### src/design/esbk_pkg.sv
`timescale 1ns / 1ps
// ============================================================================
// esbk_pkg: shared types and constants of the exchange sort block
// Command flags passed from the front end to the sorting engine, and the
// fixed widths of the stream fields.
// ============================================================================
package esbk_pkg;

    localparam int IN_KEY_W    = 32;
    localparam int OUT_TAG_W   = 6;
    localparam int OUT_KEY_W   = 32;
    localparam int OUT_DATA_W  = 40;
    localparam int QUEUE_DEPTH = 2;

    typedef struct packed {
        logic store;
        logic last;
    } t_cmd_ctl;

endpackage

### src/design/esbk_front.sv
`timescale 1ns / 1ps
// ============================================================================
// esbk_front: input classification
// Takes input words, tags each with its arrival index and marks whether it
// fits into the store and whether it closes the list.
// ============================================================================
module esbk_front #(
    parameter int MAX_ENTRIES = 64,
    parameter int KEY_BITS    = 32
) (
    input  logic                                i_clk,
    input  logic                                i_rst_n,
    input  logic                                i_valid,
    output logic                                o_ready,
    input  logic [esbk_pkg::IN_KEY_W-1:0]       i_key_value,
    input  logic                                i_is_last,
    output logic                                o_push,
    input  logic                                i_full,
    output esbk_pkg::t_cmd_ctl                  o_ctl,
    output logic [$clog2(MAX_ENTRIES)-1:0]      o_tag,
    output logic [KEY_BITS-1:0]                 o_key
);

    localparam int TAG_W = $clog2(MAX_ENTRIES);
    localparam int CNT_W = $clog2(MAX_ENTRIES + 1);

    logic [CNT_W-1:0] r_count;
    logic [CNT_W-1:0] n_count;
    logic             w_room;

    assign o_ready   = !i_full;
    assign o_push    = i_valid && !i_full;
    assign w_room    = (r_count != CNT_W'(MAX_ENTRIES));
    assign o_ctl.store = w_room;
    assign o_ctl.last  = i_is_last;
    assign o_tag     = r_count[TAG_W-1:0];
    assign o_key     = KEY_BITS'(i_key_value);

    always_comb begin
        n_count = r_count;
        if (o_push) begin
            if (i_is_last) begin
                n_count = '0;
            end else if (w_room) begin
                n_count = r_count + CNT_W'(1);
            end
        end
    end

    always_ff @(posedge i_clk) begin
        if (!i_rst_n) begin
            r_count <= '0;
        end else begin
            r_count <= n_count;
        end
    end

endmodule

### src/design/esbk_queue.sv
`timescale 1ns / 1ps
// ============================================================================
// esbk_queue: command queue
// A short first-in first-out queue that decouples the front end from the
// sorting engine.
// ============================================================================
module esbk_queue #(
    parameter int WIDTH = 8,
    parameter int DEPTH = 2
) (
    input  logic             i_clk,
    input  logic             i_rst_n,
    input  logic             i_push,
    input  logic [WIDTH-1:0] i_data,
    output logic             o_full,
    input  logic             i_pop,
    output logic             o_valid,
    output logic [WIDTH-1:0] o_data
);

    localparam int PTR_W = $clog2(DEPTH);
    localparam int CNT_W = $clog2(DEPTH + 1);

    logic [WIDTH-1:0] r_mem [DEPTH];
    logic [PTR_W-1:0] r_wr;
    logic [PTR_W-1:0] r_rd;
    logic [CNT_W-1:0] r_cnt;
    logic [PTR_W-1:0] n_wr;
    logic [PTR_W-1:0] n_rd;
    logic [CNT_W-1:0] n_cnt;

    assign o_full  = (r_cnt == CNT_W'(DEPTH));
    assign o_valid = (r_cnt != '0);
    assign o_data  = r_mem[r_rd];

    always_comb begin
        n_wr  = r_wr;
        n_rd  = r_rd;
        n_cnt = r_cnt;
        if (i_push) begin
            n_wr = (r_wr == PTR_W'(DEPTH - 1)) ? '0 : r_wr + PTR_W'(1);
        end
        if (i_pop) begin
            n_rd = (r_rd == PTR_W'(DEPTH - 1)) ? '0 : r_rd + PTR_W'(1);
        end
        if (i_push && !i_pop) begin
            n_cnt = r_cnt + CNT_W'(1);
        end else if (i_pop && !i_push) begin
            n_cnt = r_cnt - CNT_W'(1);
        end
    end

    always_ff @(posedge i_clk) begin
        if (!i_rst_n) begin
            r_wr  <= '0;
            r_rd  <= '0;
            r_cnt <= '0;
        end else begin
            r_wr  <= n_wr;
            r_rd  <= n_rd;
            r_cnt <= n_cnt;
        end
    end

    always_ff @(posedge i_clk) begin
        if (i_push) begin
            r_mem[r_wr] <= i_data;
        end
    end

endmodule

### src/design/esbk_back.sv
`timescale 1ns / 1ps
// ============================================================================
// esbk_back: store and exchange sort engine
// Writes entries into the store, runs the exchange sort over it with one
// read and one write a cycle, and streams the sorted entries out.
// ============================================================================
module esbk_back #(
    parameter int MAX_ENTRIES = 64,
    parameter int KEY_BITS    = 32
) (
    input  logic                                i_clk,
    input  logic                                i_rst_n,
    input  logic                                i_q_valid,
    output logic                                o_q_pop,
    input  esbk_pkg::t_cmd_ctl                  i_q_ctl,
    input  logic [$clog2(MAX_ENTRIES)-1:0]      i_q_tag,
    input  logic [KEY_BITS-1:0]                 i_q_key,
    output logic                                o_valid,
    input  logic                                i_ready,
    output logic [esbk_pkg::OUT_TAG_W-1:0]      o_origin_index,
    output logic [esbk_pkg::OUT_KEY_W-1:0]      o_key_value,
    output logic                                o_overflowed,
    output logic                                o_last
);

    localparam int TAG_W = $clog2(MAX_ENTRIES);
    localparam int CNT_W = $clog2(MAX_ENTRIES + 1);
    localparam int ENT_W = TAG_W + KEY_BITS;

    typedef enum logic [5:0] {
        ST_LOAD  = 6'b000001,
        ST_START = 6'b000010,
        ST_LDI   = 6'b000100,
        ST_SCAN  = 6'b001000,
        ST_WRI   = 6'b010000,
        ST_EMIT  = 6'b100000
    } t_state;

    logic [ENT_W-1:0] r_mem [MAX_ENTRIES];
    logic [ENT_W-1:0] r_rd_data;

    t_state           r_state, n_state;
    logic [CNT_W-1:0] r_count, n_count;
    logic             r_ovf, n_ovf;
    logic [TAG_W-1:0] r_i, n_i;
    logic [TAG_W-1:0] r_j, n_j;
    logic [TAG_W-1:0] r_k, n_k;
    logic [ENT_W-1:0] r_cur, n_cur;
    logic             r_p1_valid, n_p1_valid;
    logic             r_p1_last, n_p1_last;
    logic             r_p1_ovf, n_p1_ovf;
    logic             r_out_valid;
    logic [esbk_pkg::OUT_TAG_W-1:0] r_out_tag;
    logic [esbk_pkg::OUT_KEY_W-1:0] r_out_key;
    logic             r_out_ovf;
    logic             r_out_last;

    logic             w_we;
    logic [TAG_W-1:0] w_wa;
    logic [ENT_W-1:0] w_wd;
    logic             w_rd_en;
    logic [TAG_W-1:0] w_ra;
    logic             w_adv;
    logic             w_emit_rd;
    logic [TAG_W-1:0] w_last_idx;
    logic             w_swap;

    assign w_adv      = !r_out_valid || i_ready;
    assign w_emit_rd  = (r_state == ST_EMIT) && (!r_p1_valid || w_adv);
    assign w_last_idx = TAG_W'(r_count - CNT_W'(1));
    assign w_swap     = r_cur[KEY_BITS-1:0] > r_rd_data[KEY_BITS-1:0];

    always_comb begin
        n_state    = r_state;
        n_count    = r_count;
        n_ovf      = r_ovf;
        n_i        = r_i;
        n_j        = r_j;
        n_k        = r_k;
        n_cur      = r_cur;
        n_p1_last  = r_p1_last;
        n_p1_ovf   = r_p1_ovf;
        n_p1_valid = w_emit_rd || (r_p1_valid && !w_adv);
        w_we       = 1'b0;
        w_wa       = '0;
        w_wd       = r_cur;
        w_rd_en    = 1'b0;
        w_ra       = '0;
        o_q_pop    = 1'b0;
        case (r_state)
            ST_LOAD: begin
                o_q_pop = i_q_valid;
                if (i_q_valid) begin
                    if (i_q_ctl.store) begin
                        w_we    = 1'b1;
                        w_wa    = i_q_tag;
                        w_wd    = {i_q_tag, i_q_key};
                        n_count = r_count + CNT_W'(1);
                    end else begin
                        n_ovf = 1'b1;
                    end
                    if (i_q_ctl.last) begin
                        n_state = ST_START;
                    end
                end
            end
            ST_START: begin
                if (!r_p1_valid) begin
                    n_i = '0;
                    n_k = '0;
                    if (r_count == CNT_W'(1)) begin
                        n_state = ST_EMIT;
                    end else begin
                        w_rd_en = 1'b1;
                        w_ra    = '0;
                        n_state = ST_LDI;
                    end
                end
            end
            ST_LDI: begin
                n_cur   = r_rd_data;
                w_rd_en = 1'b1;
                w_ra    = r_i + TAG_W'(1);
                n_j     = r_i + TAG_W'(1);
                n_state = ST_SCAN;
            end
            ST_SCAN: begin
                if (w_swap) begin
                    w_we  = 1'b1;
                    w_wa  = r_j;
                    w_wd  = r_cur;
                    n_cur = r_rd_data;
                end
                if (r_j == w_last_idx) begin
                    n_state = ST_WRI;
                end else begin
                    w_rd_en = 1'b1;
                    w_ra    = r_j + TAG_W'(1);
                    n_j     = r_j + TAG_W'(1);
                end
            end
            ST_WRI: begin
                w_we = 1'b1;
                w_wa = r_i;
                w_wd = r_cur;
                if (r_i + TAG_W'(1) == w_last_idx) begin
                    n_k     = '0;
                    n_state = ST_EMIT;
                end else begin
                    w_rd_en = 1'b1;
                    w_ra    = r_i + TAG_W'(1);
                    n_i     = r_i + TAG_W'(1);
                    n_state = ST_LDI;
                end
            end
            ST_EMIT: begin
                if (w_emit_rd) begin
                    w_rd_en   = 1'b1;
                    w_ra      = r_k;
                    n_p1_last = (r_k == w_last_idx);
                    n_p1_ovf  = r_ovf;
                    if (r_k == w_last_idx) begin
                        n_count = '0;
                        n_ovf   = 1'b0;
                        n_state = ST_LOAD;
                    end else begin
                        n_k = r_k + TAG_W'(1);
                    end
                end
            end
            default: begin
                n_state = ST_LOAD;
            end
        endcase
    end

    always_ff @(posedge i_clk) begin
        if (w_we) begin
            r_mem[w_wa] <= w_wd;
        end
        if (w_rd_en) begin
            r_rd_data <= r_mem[w_ra];
        end
    end

    always_ff @(posedge i_clk) begin
        if (!i_rst_n) begin
            r_state     <= ST_LOAD;
            r_count     <= '0;
            r_ovf       <= 1'b0;
            r_p1_valid  <= 1'b0;
            r_out_valid <= 1'b0;
        end else begin
            r_state    <= n_state;
            r_count    <= n_count;
            r_ovf      <= n_ovf;
            r_p1_valid <= n_p1_valid;
            if (w_adv) begin
                r_out_valid <= r_p1_valid;
            end
        end
    end

    always_ff @(posedge i_clk) begin
        r_i       <= n_i;
        r_j       <= n_j;
        r_k       <= n_k;
        r_cur     <= n_cur;
        r_p1_last <= n_p1_last;
        r_p1_ovf  <= n_p1_ovf;
        if (w_adv && r_p1_valid) begin
            r_out_tag  <= esbk_pkg::OUT_TAG_W'(r_rd_data[ENT_W-1:KEY_BITS]);
            r_out_key  <= esbk_pkg::OUT_KEY_W'(r_rd_data[KEY_BITS-1:0]);
            r_out_ovf  <= r_p1_ovf;
            r_out_last <= r_p1_last;
        end
    end

    assign o_valid        = r_out_valid;
    assign o_origin_index = r_out_tag;
    assign o_key_value    = r_out_key;
    assign o_overflowed   = r_out_ovf;
    assign o_last         = r_out_last;

endmodule

### src/design/exchange_sort_by_key.sv
`timescale 1ns / 1ps
// ============================================================================
// exchange_sort_by_key: list sorter with arrival tags
// Collects a list of keys, sorts it with an exchange sort and streams the
// entries out in ascending key order together with their arrival index.
// ============================================================================
// Words of a list are taken one per clock cycle while the command queue has
// room, and are written into a store of MAX_ENTRIES entries; words beyond that
// are dropped and every result of the list then carries the overflow flag in
// tuser. The word with tlast starts the sort, which compares one stored entry
// a cycle against a held candidate on a simple dual-port store (one read, one
// write per cycle); during the sort no new word is taken beyond the two the
// command queue holds. The results then leave at one per cycle while tready is
// high, the last with tlast, and loading of the next list resumes as soon as
// the final entry has been read out of the store.
module exchange_sort_by_key #(
    parameter int MAX_ENTRIES = 64,
    parameter int KEY_BITS    = 32
) (
    input  logic        i_clk,
    input  logic        i_rst_n,
    input  logic        i_s_axis_tvalid,
    output logic        o_s_axis_tready,
    input  logic [31:0] i_s_axis_tdata,   // key_value
    input  logic        i_s_axis_tlast,
    output logic        o_m_axis_tvalid,
    input  logic        i_m_axis_tready,
    output logic [39:0] o_m_axis_tdata,   // origin_index, key_value_out, zero pad
    output logic        o_m_axis_tuser,   // overflowed
    output logic        o_m_axis_tlast
);

    localparam int TAG_W = $clog2(MAX_ENTRIES);
    localparam int CTL_W = $bits(esbk_pkg::t_cmd_ctl);
    localparam int QW    = CTL_W + TAG_W + KEY_BITS;

    logic                        w_push;
    logic                        w_full;
    esbk_pkg::t_cmd_ctl          w_f_ctl;
    logic [TAG_W-1:0]            w_f_tag;
    logic [KEY_BITS-1:0]         w_f_key;
    logic [QW-1:0]               w_q_in;
    logic [QW-1:0]               w_q_out;
    logic                        w_q_valid;
    logic                        w_pop;
    esbk_pkg::t_cmd_ctl          w_q_ctl;
    logic [TAG_W-1:0]            w_q_tag;
    logic [KEY_BITS-1:0]         w_q_key;
    logic [esbk_pkg::OUT_TAG_W-1:0] w_origin;
    logic [esbk_pkg::OUT_KEY_W-1:0] w_key_out;

    esbk_front #(
        .MAX_ENTRIES (MAX_ENTRIES),
        .KEY_BITS    (KEY_BITS)
    ) u_front (
        .i_clk       (i_clk),
        .i_rst_n     (i_rst_n),
        .i_valid     (i_s_axis_tvalid),
        .o_ready     (o_s_axis_tready),
        .i_key_value (i_s_axis_tdata),
        .i_is_last   (i_s_axis_tlast),
        .o_push      (w_push),
        .i_full      (w_full),
        .o_ctl       (w_f_ctl),
        .o_tag       (w_f_tag),
        .o_key       (w_f_key)
    );

    assign w_q_in = {w_f_ctl, w_f_tag, w_f_key};

    esbk_queue #(
        .WIDTH (QW),
        .DEPTH (esbk_pkg::QUEUE_DEPTH)
    ) u_queue (
        .i_clk   (i_clk),
        .i_rst_n (i_rst_n),
        .i_push  (w_push),
        .i_data  (w_q_in),
        .o_full  (w_full),
        .i_pop   (w_pop),
        .o_valid (w_q_valid),
        .o_data  (w_q_out)
    );

    assign w_q_ctl = w_q_out[QW-1 -: CTL_W];
    assign w_q_tag = w_q_out[KEY_BITS +: TAG_W];
    assign w_q_key = w_q_out[KEY_BITS-1:0];

    esbk_back #(
        .MAX_ENTRIES (MAX_ENTRIES),
        .KEY_BITS    (KEY_BITS)
    ) u_back (
        .i_clk          (i_clk),
        .i_rst_n        (i_rst_n),
        .i_q_valid      (w_q_valid),
        .o_q_pop        (w_pop),
        .i_q_ctl        (w_q_ctl),
        .i_q_tag        (w_q_tag),
        .i_q_key        (w_q_key),
        .o_valid        (o_m_axis_tvalid),
        .i_ready        (i_m_axis_tready),
        .o_origin_index (w_origin),
        .o_key_value    (w_key_out),
        .o_overflowed   (o_m_axis_tuser),
        .o_last         (o_m_axis_tlast)
    );

    assign o_m_axis_tdata = {2'b00, w_key_out, w_origin};

    a_pop_needs_entry : assert property (
        @(posedge i_clk) disable iff (!i_rst_n) w_pop |-> w_q_valid
    ) else $error("command taken from an empty queue");

    a_push_needs_room : assert property (
        @(posedge i_clk) disable iff (!i_rst_n) w_push |-> !w_full
    ) else $error("command written into a full queue");

    a_reset_clears_output : assert property (
        @(posedge i_clk) !i_rst_n |=> !o_m_axis_tvalid
    ) else $error("result word valid straight after reset");

    a_origin_in_range : assert property (
        @(posedge i_clk) disable iff (!i_rst_n)
        o_m_axis_tvalid |->
            ((MAX_ENTRIES >= 64) || (32'(o_m_axis_tdata[5:0]) < 32'(MAX_ENTRIES)))
    ) else $error("origin index beyond the store capacity");

endmodule
### config.mk
export PLATFORM = sky130hd
export DESIGN_NAME = exchange_sort_by_key
export DESIGN_NICKNAME = d
export VERILOG_FILES = /design/src/design/esbk_pkg.sv /design/src/design/esbk_front.sv /design/src/design/esbk_queue.sv /design/src/design/esbk_back.sv /design/src/design/exchange_sort_by_key.sv
export SDC_FILE = /design/constraint.sdc
export NUM_CORES = 2
export LEC_CHECK = 0
export ABC_CLOCK_PERIOD_IN_PS = 5300
export BUFFER_PORTS_ARGS = -buffer_cell sky130_fd_sc_hd__buf_2
export CAP_MARGIN = 20
export CORE_ASPECT_RATIO = 1.5
export CORE_UTILIZATION = 40
export DETAILED_ROUTE_END_ITERATION = 8
export PLACE_DENSITY = 0.68
export SLEW_MARGIN = 5
export SYNTH_ARGS = -nofsm -noshare
export SYNTH_HDL_FRONTEND = slang
export SYNTH_HIERARCHICAL = 1
export SYNTH_SLANG_ARGS = --single-unit
### constraint.sdc
create_clock -name i_clk -period 5.3 [get_ports i_clk]
set_clock_uncertainty 0.05 [all_clocks]
set_input_delay 1.325 -clock i_clk [delete_from_list [all_inputs] [get_ports i_clk]]
set_output_delay 1.325 -clock i_clk [all_outputs]
set_load 0.02 [all_outputs]
==> run_results.csv <==
group,metric,value,unit
status,run_status,"complete, no violations",
clock_network,cts-buffers-inserted,228,
grt,first_global_vias,69100,
pwr,comb_power_share,0.175,
timing,max-slew-margin-rel,0.192,
drt,drt-pass1-iter-count,6,
final_layout,filler_cell_count,23400,
worst_setup_path,crit_arrival,5.68,ns
die,die_w,434,um
drt,drt_iter0_drc,8995,
yosys,post-synth-top-area-fraction,0.711,
timing,finalWorstPathRequiredPeriod,5.17,ns
placed_design,numPortBuffers,78,
timing,accumulated_negative_setup_slack,0,ns
clock_network,clock_sinks,2676,
worst_setup_path,crit_path_cell_trace,"inv_1 > ha_1 > xnor2_2 > xor2_1 > nor3_1 > nand3_1 > o21ai_4 > nand3_4 > buf_12 > buf_4 > mux4_2 > a22o_1 > a211oi_1 > nor3_1",
placed_design,finalWeightedCongestion,0.912,
grt,pin_count_of_the_biggest_net_entering_global_routing,178,
pwr,power_per_cell_area,424,nW/um2
worst_setup_path,critical-path-top-delay-family,"compound AO/OA/AOI/OAI gates",
worst_setup_path,worstSetupStartpointType,"flip-flop",
pwr,part_of_the_power_in_the_clock_network,0.315,
clock_network,clkSlewWorstSetupHoldPaths,0.07,ns
grt,grt_pass1_wl,474,mm
die,number_of_ports_placed_on_the_die_boundary,81,
yosys,synth_top_cells_by_area,"sky130_fd_sc_hd__edfxtp_1 71%, sky130_fd_sc_hd__o31a_1 5.2%, sky130_fd_sc_hd__a32o_1 2.7%",
worst_setup_path,worst_path_largest_cell_delay,0.97,ns
yosys,ys_types,92,
worst_setup_path,worst_r2r_startpoint,"u_back/r_count[1]",
timing,timing.fmax,193,MHz
timing,fin_ws,0.129,ns
worst_setup_path,cp-startpoint,"u_back/r_count[1]",
min_path,worstHoldPathType,"reg2reg",
yosys,synth_edf_count,2648,
clock_network,holdBufCountCts,0,
drt,route.final.wire_length,329,mm
yosys,syn-cell-area,112000,um2
die,die_h,650,um
min_path,min_from,"u_back/r_p1_last",
clock_network,cts_setup_buffers,0,
worst_setup_path,worst-setup-path-type,"reg2reg",
pwr,sequentialPowerShare,0.510,
final_layout,final_util,0.455,
drt,vias_per_cell,6.44,
drt,detail_routed_net_length_per_standard_cell,30.2,um
die,die_area,282000,um2
grt,total_grt_overflow,0,
yosys,yosys_most_used_dff,"sky130_fd_sc_hd__edfxtp_1",
timing,timing.final.max_slew_violations,0,
worst_setup_path,cp.buffers_inverters,3,
pwr,internal_power,38.4,mW
timing,tightestPinTransition,1.21,ns
final_layout,post_route_cells_drive_above_1_share,0.159,
clock_network,cts.root.buffer_cell,"sky130_fd_sc_hd__clkbuf_16",
worst_setup_path,worst_path_most_repeated_cell,"sky130_fd_sc_hd__nor3_1",
clock_network,clock_latency,0.91,ns
timing,grt_setup_unrepaired,"no",
final_layout,final_cells,10900,
yosys,synth.yosys.seq_area_share,0.716,
yosys,synth-seq-cells,2676,
worst_setup_path,critPathMaxFanout,27,
final_layout,finish.instance_area,126000,um2
run,drv.max_cap_violation_count,0,
yosys,yosysWarningCount,6,
pwr,p_sw,15.2,mW
timing,hold_ws,0.388,ns
yosys,synthMostInstantiatedCell,"sky130_fd_sc_hd__edfxtp_1",
clock_network,clock_tree.htree_level_count,4,
die,start_util,0.402,
grt,antenna_found_initial,13,
placed_design,placement.cell_area,119000,um2
final_layout,syn2layout_area_growth,13.0,%
yosys,post_synth.cell_area_avg,15.9,um2
placed_design,placedCellCount,10500,
die,num_rows,237,
grt,grtUsageTotal,0.226,
pwr,total_power,53.5,mW
yosys,synthDominantAreaCellType,"sky130_fd_sc_hd__edfxtp_1",
clock_network,cts_buffer_depth,4,
clock_network,cts_repair_resize_count,0,
final_layout,nNetsFinal,7093,
timing,number_of_setup_violations_in_the_final_report,0,
die,fp.coreArea,278000,um2
pwr,p_sw_frac,0.283,
yosys,synth_commonest_cells,"2648 x sky130_fd_sc_hd__edfxtp_1, 659 x sky130_fd_sc_hd__o31a_1, 507 x sky130_fd_sc_hd__nand2_1",
worst_setup_path,cell_with_the_largest_stage_delay_on_the_worst_path,"sky130_fd_sc_hd__a211oi_1",
drt,drt_drc_violations_left,0,
yosys,post_syn_instances,7051,
yosys,async_flop_share,0,
worst_setup_path,critPathRequiredTime,5.81,ns
drt,drtAntennaViolNets,0,
timing,timing.final.crit_share,0.976,
placed_design,pre_cts_ws,0.145,ns
placed_design,dpl.hpwl,195,mm
drt,routed-via-count,70300,
pwr,total_leakage_power,39.4,nW
worst_setup_path,critical_path.endpoint_type,"flip-flop",
pwr,power.ir.vdd_worst,0.000379,V
timing,final_hold_viol_count,0,
clock_network,tritoncts,"done",
## power by group through the flow
| stage | clock network (mW) | logic (mW) | registers, mW |
|---|---|---|---|
| after floorplan | 0 | 4.64 | 27.7 |
| after CTS | 17.1 | 9.18 | 27.3 |
| after global routing | 17.7 | 9.75 | 27.3 |
| final | 16.9 | 9.36 | 27.3 |
| after detailed placement | 0 | 9.17 | 27.8 |
| after global placement | 0 | 8.91 | 27.7 |
## cell usage in the layout, fill, tap and decap left out, types with 114 or more instances in the layout
| master | Yosys | final |
|---|---|---|
| sky130_fd_sc_hd__a211oi_1 | 137 | 137 |
| sky130_fd_sc_hd__o31a_1 | 659 | 659 |
| sky130_fd_sc_hd__clkbuf_16 | 0 | 230 |
| sky130_fd_sc_hd__buf_4 | 53 | 282 |
| sky130_fd_sc_hd__and3_1 | 346 | 345 |
| sky130_fd_sc_hd__edfxtp_1 | 2648 | 2648 |
| sky130_fd_sc_hd__mux4_2 | 114 | 114 |
| sky130_fd_sc_hd__a22oi_1 | 156 | 156 |
| sky130_fd_sc_hd__buf_12 | 0 | 127 |
| sky130_fd_sc_hd__a32o_1 | 304 | 304 |
| sky130_fd_sc_hd__nand2_1 | 507 | 465 |
| sky130_fd_sc_hd__nand3_1 | 127 | 124 |
| sky130_fd_sc_hd__o32ai_1 | 334 | 334 |
## worst register-to-register path, cell delays in order, from the launching register on
cell,delay [ns]
sky130_fd_sc_hd__dfxtp_1,0.49
sky130_fd_sc_hd__inv_1,0.13
sky130_fd_sc_hd__ha_1,0.25
sky130_fd_sc_hd__xnor2_2,0.25
sky130_fd_sc_hd__xor2_1,0.12
sky130_fd_sc_hd__nor3_1,0.29
sky130_fd_sc_hd__nand3_1,0.26
sky130_fd_sc_hd__o21ai_4,0.45
sky130_fd_sc_hd__nand3_4,0.33
sky130_fd_sc_hd__buf_12,0.29
sky130_fd_sc_hd__buf_4,0.23
sky130_fd_sc_hd__mux4_2,0.32
sky130_fd_sc_hd__a22o_1,0.25
sky130_fd_sc_hd__a211oi_1,0.97
sky130_fd_sc_hd__nor3_1,0.17
## state kept, by name, summed over array words and instances, names as in the netlist, 2 cells and up, named ones only
signal	cells
u_back/o_origin_index	6
u_back/r_state	6
u_back/r_j	6
u_back/r_rd_data	38
u_back/r_mem	2432
u_back/r_cur	38
u_back/r_i	6
u_back/o_key_value	32
u_back/r_count	7
u_queue/r_mem	80
u_back/r_k	6
u_front/r_count	7
u_queue/r_cnt	2
## cells by family after synthesis
group                    count (synthesis)  share of synthesized area
XOR/XNOR                                40                    0.00364
AND/OR/NAND/NOR                       1302                     0.0594
adder cells (fa/ha/maj)                 41                    0.00459
multiplexers                           234                     0.0341
buffers and inverters                  803                     0.0310
flip-flops                            2676                      0.716
AO/OA/AOI/OAI                         1954                      0.151
other                                    1                  0.0000335
## metal layers
| layer | GRT usage | wire length, um |
|---|---|---|
| met4 | 0.120 | 19300 |
| met3 | 0.0396 | 29400 |
| met2 | 0.387 | 165000 |
| met1 | 0.268 | 115000 |
| met5 | 0 | 59 |
## final cells by class
cell class / instances / area, um2 / share of cell area
antenna: 5 / 12.5 / 0.0000990
clock buffer: 265 / 5890 / 0.0466
clock inverter: 145 / 1430 / 0.0113
inverter: 49 / 184 / 0.00145
multi-input combinational: 3573 / 29100 / 0.230
sequential: 2676 / 80100 / 0.633
tap: 3704 / 4630 / 0.0367
timing repair buffer: 487 / 5050 / 0.0399
## path summary, 6_finish.rpt
| path | slack (ns) | to | cells past startpoint |
|---|---|---|---|
| worst min-delay path | 0.39 | u_back/o_last | 0 |
| worst min register to register | 0.39 | u_back/o_last | 0 |
| worst max register to register | 0.13 | u_back/r_rd_data[11] | 14 |
| worst max-delay path | 0.13 | u_back/r_rd_data[11] | 14 |
Note: power is estimated with default switching activity, not from simulation.
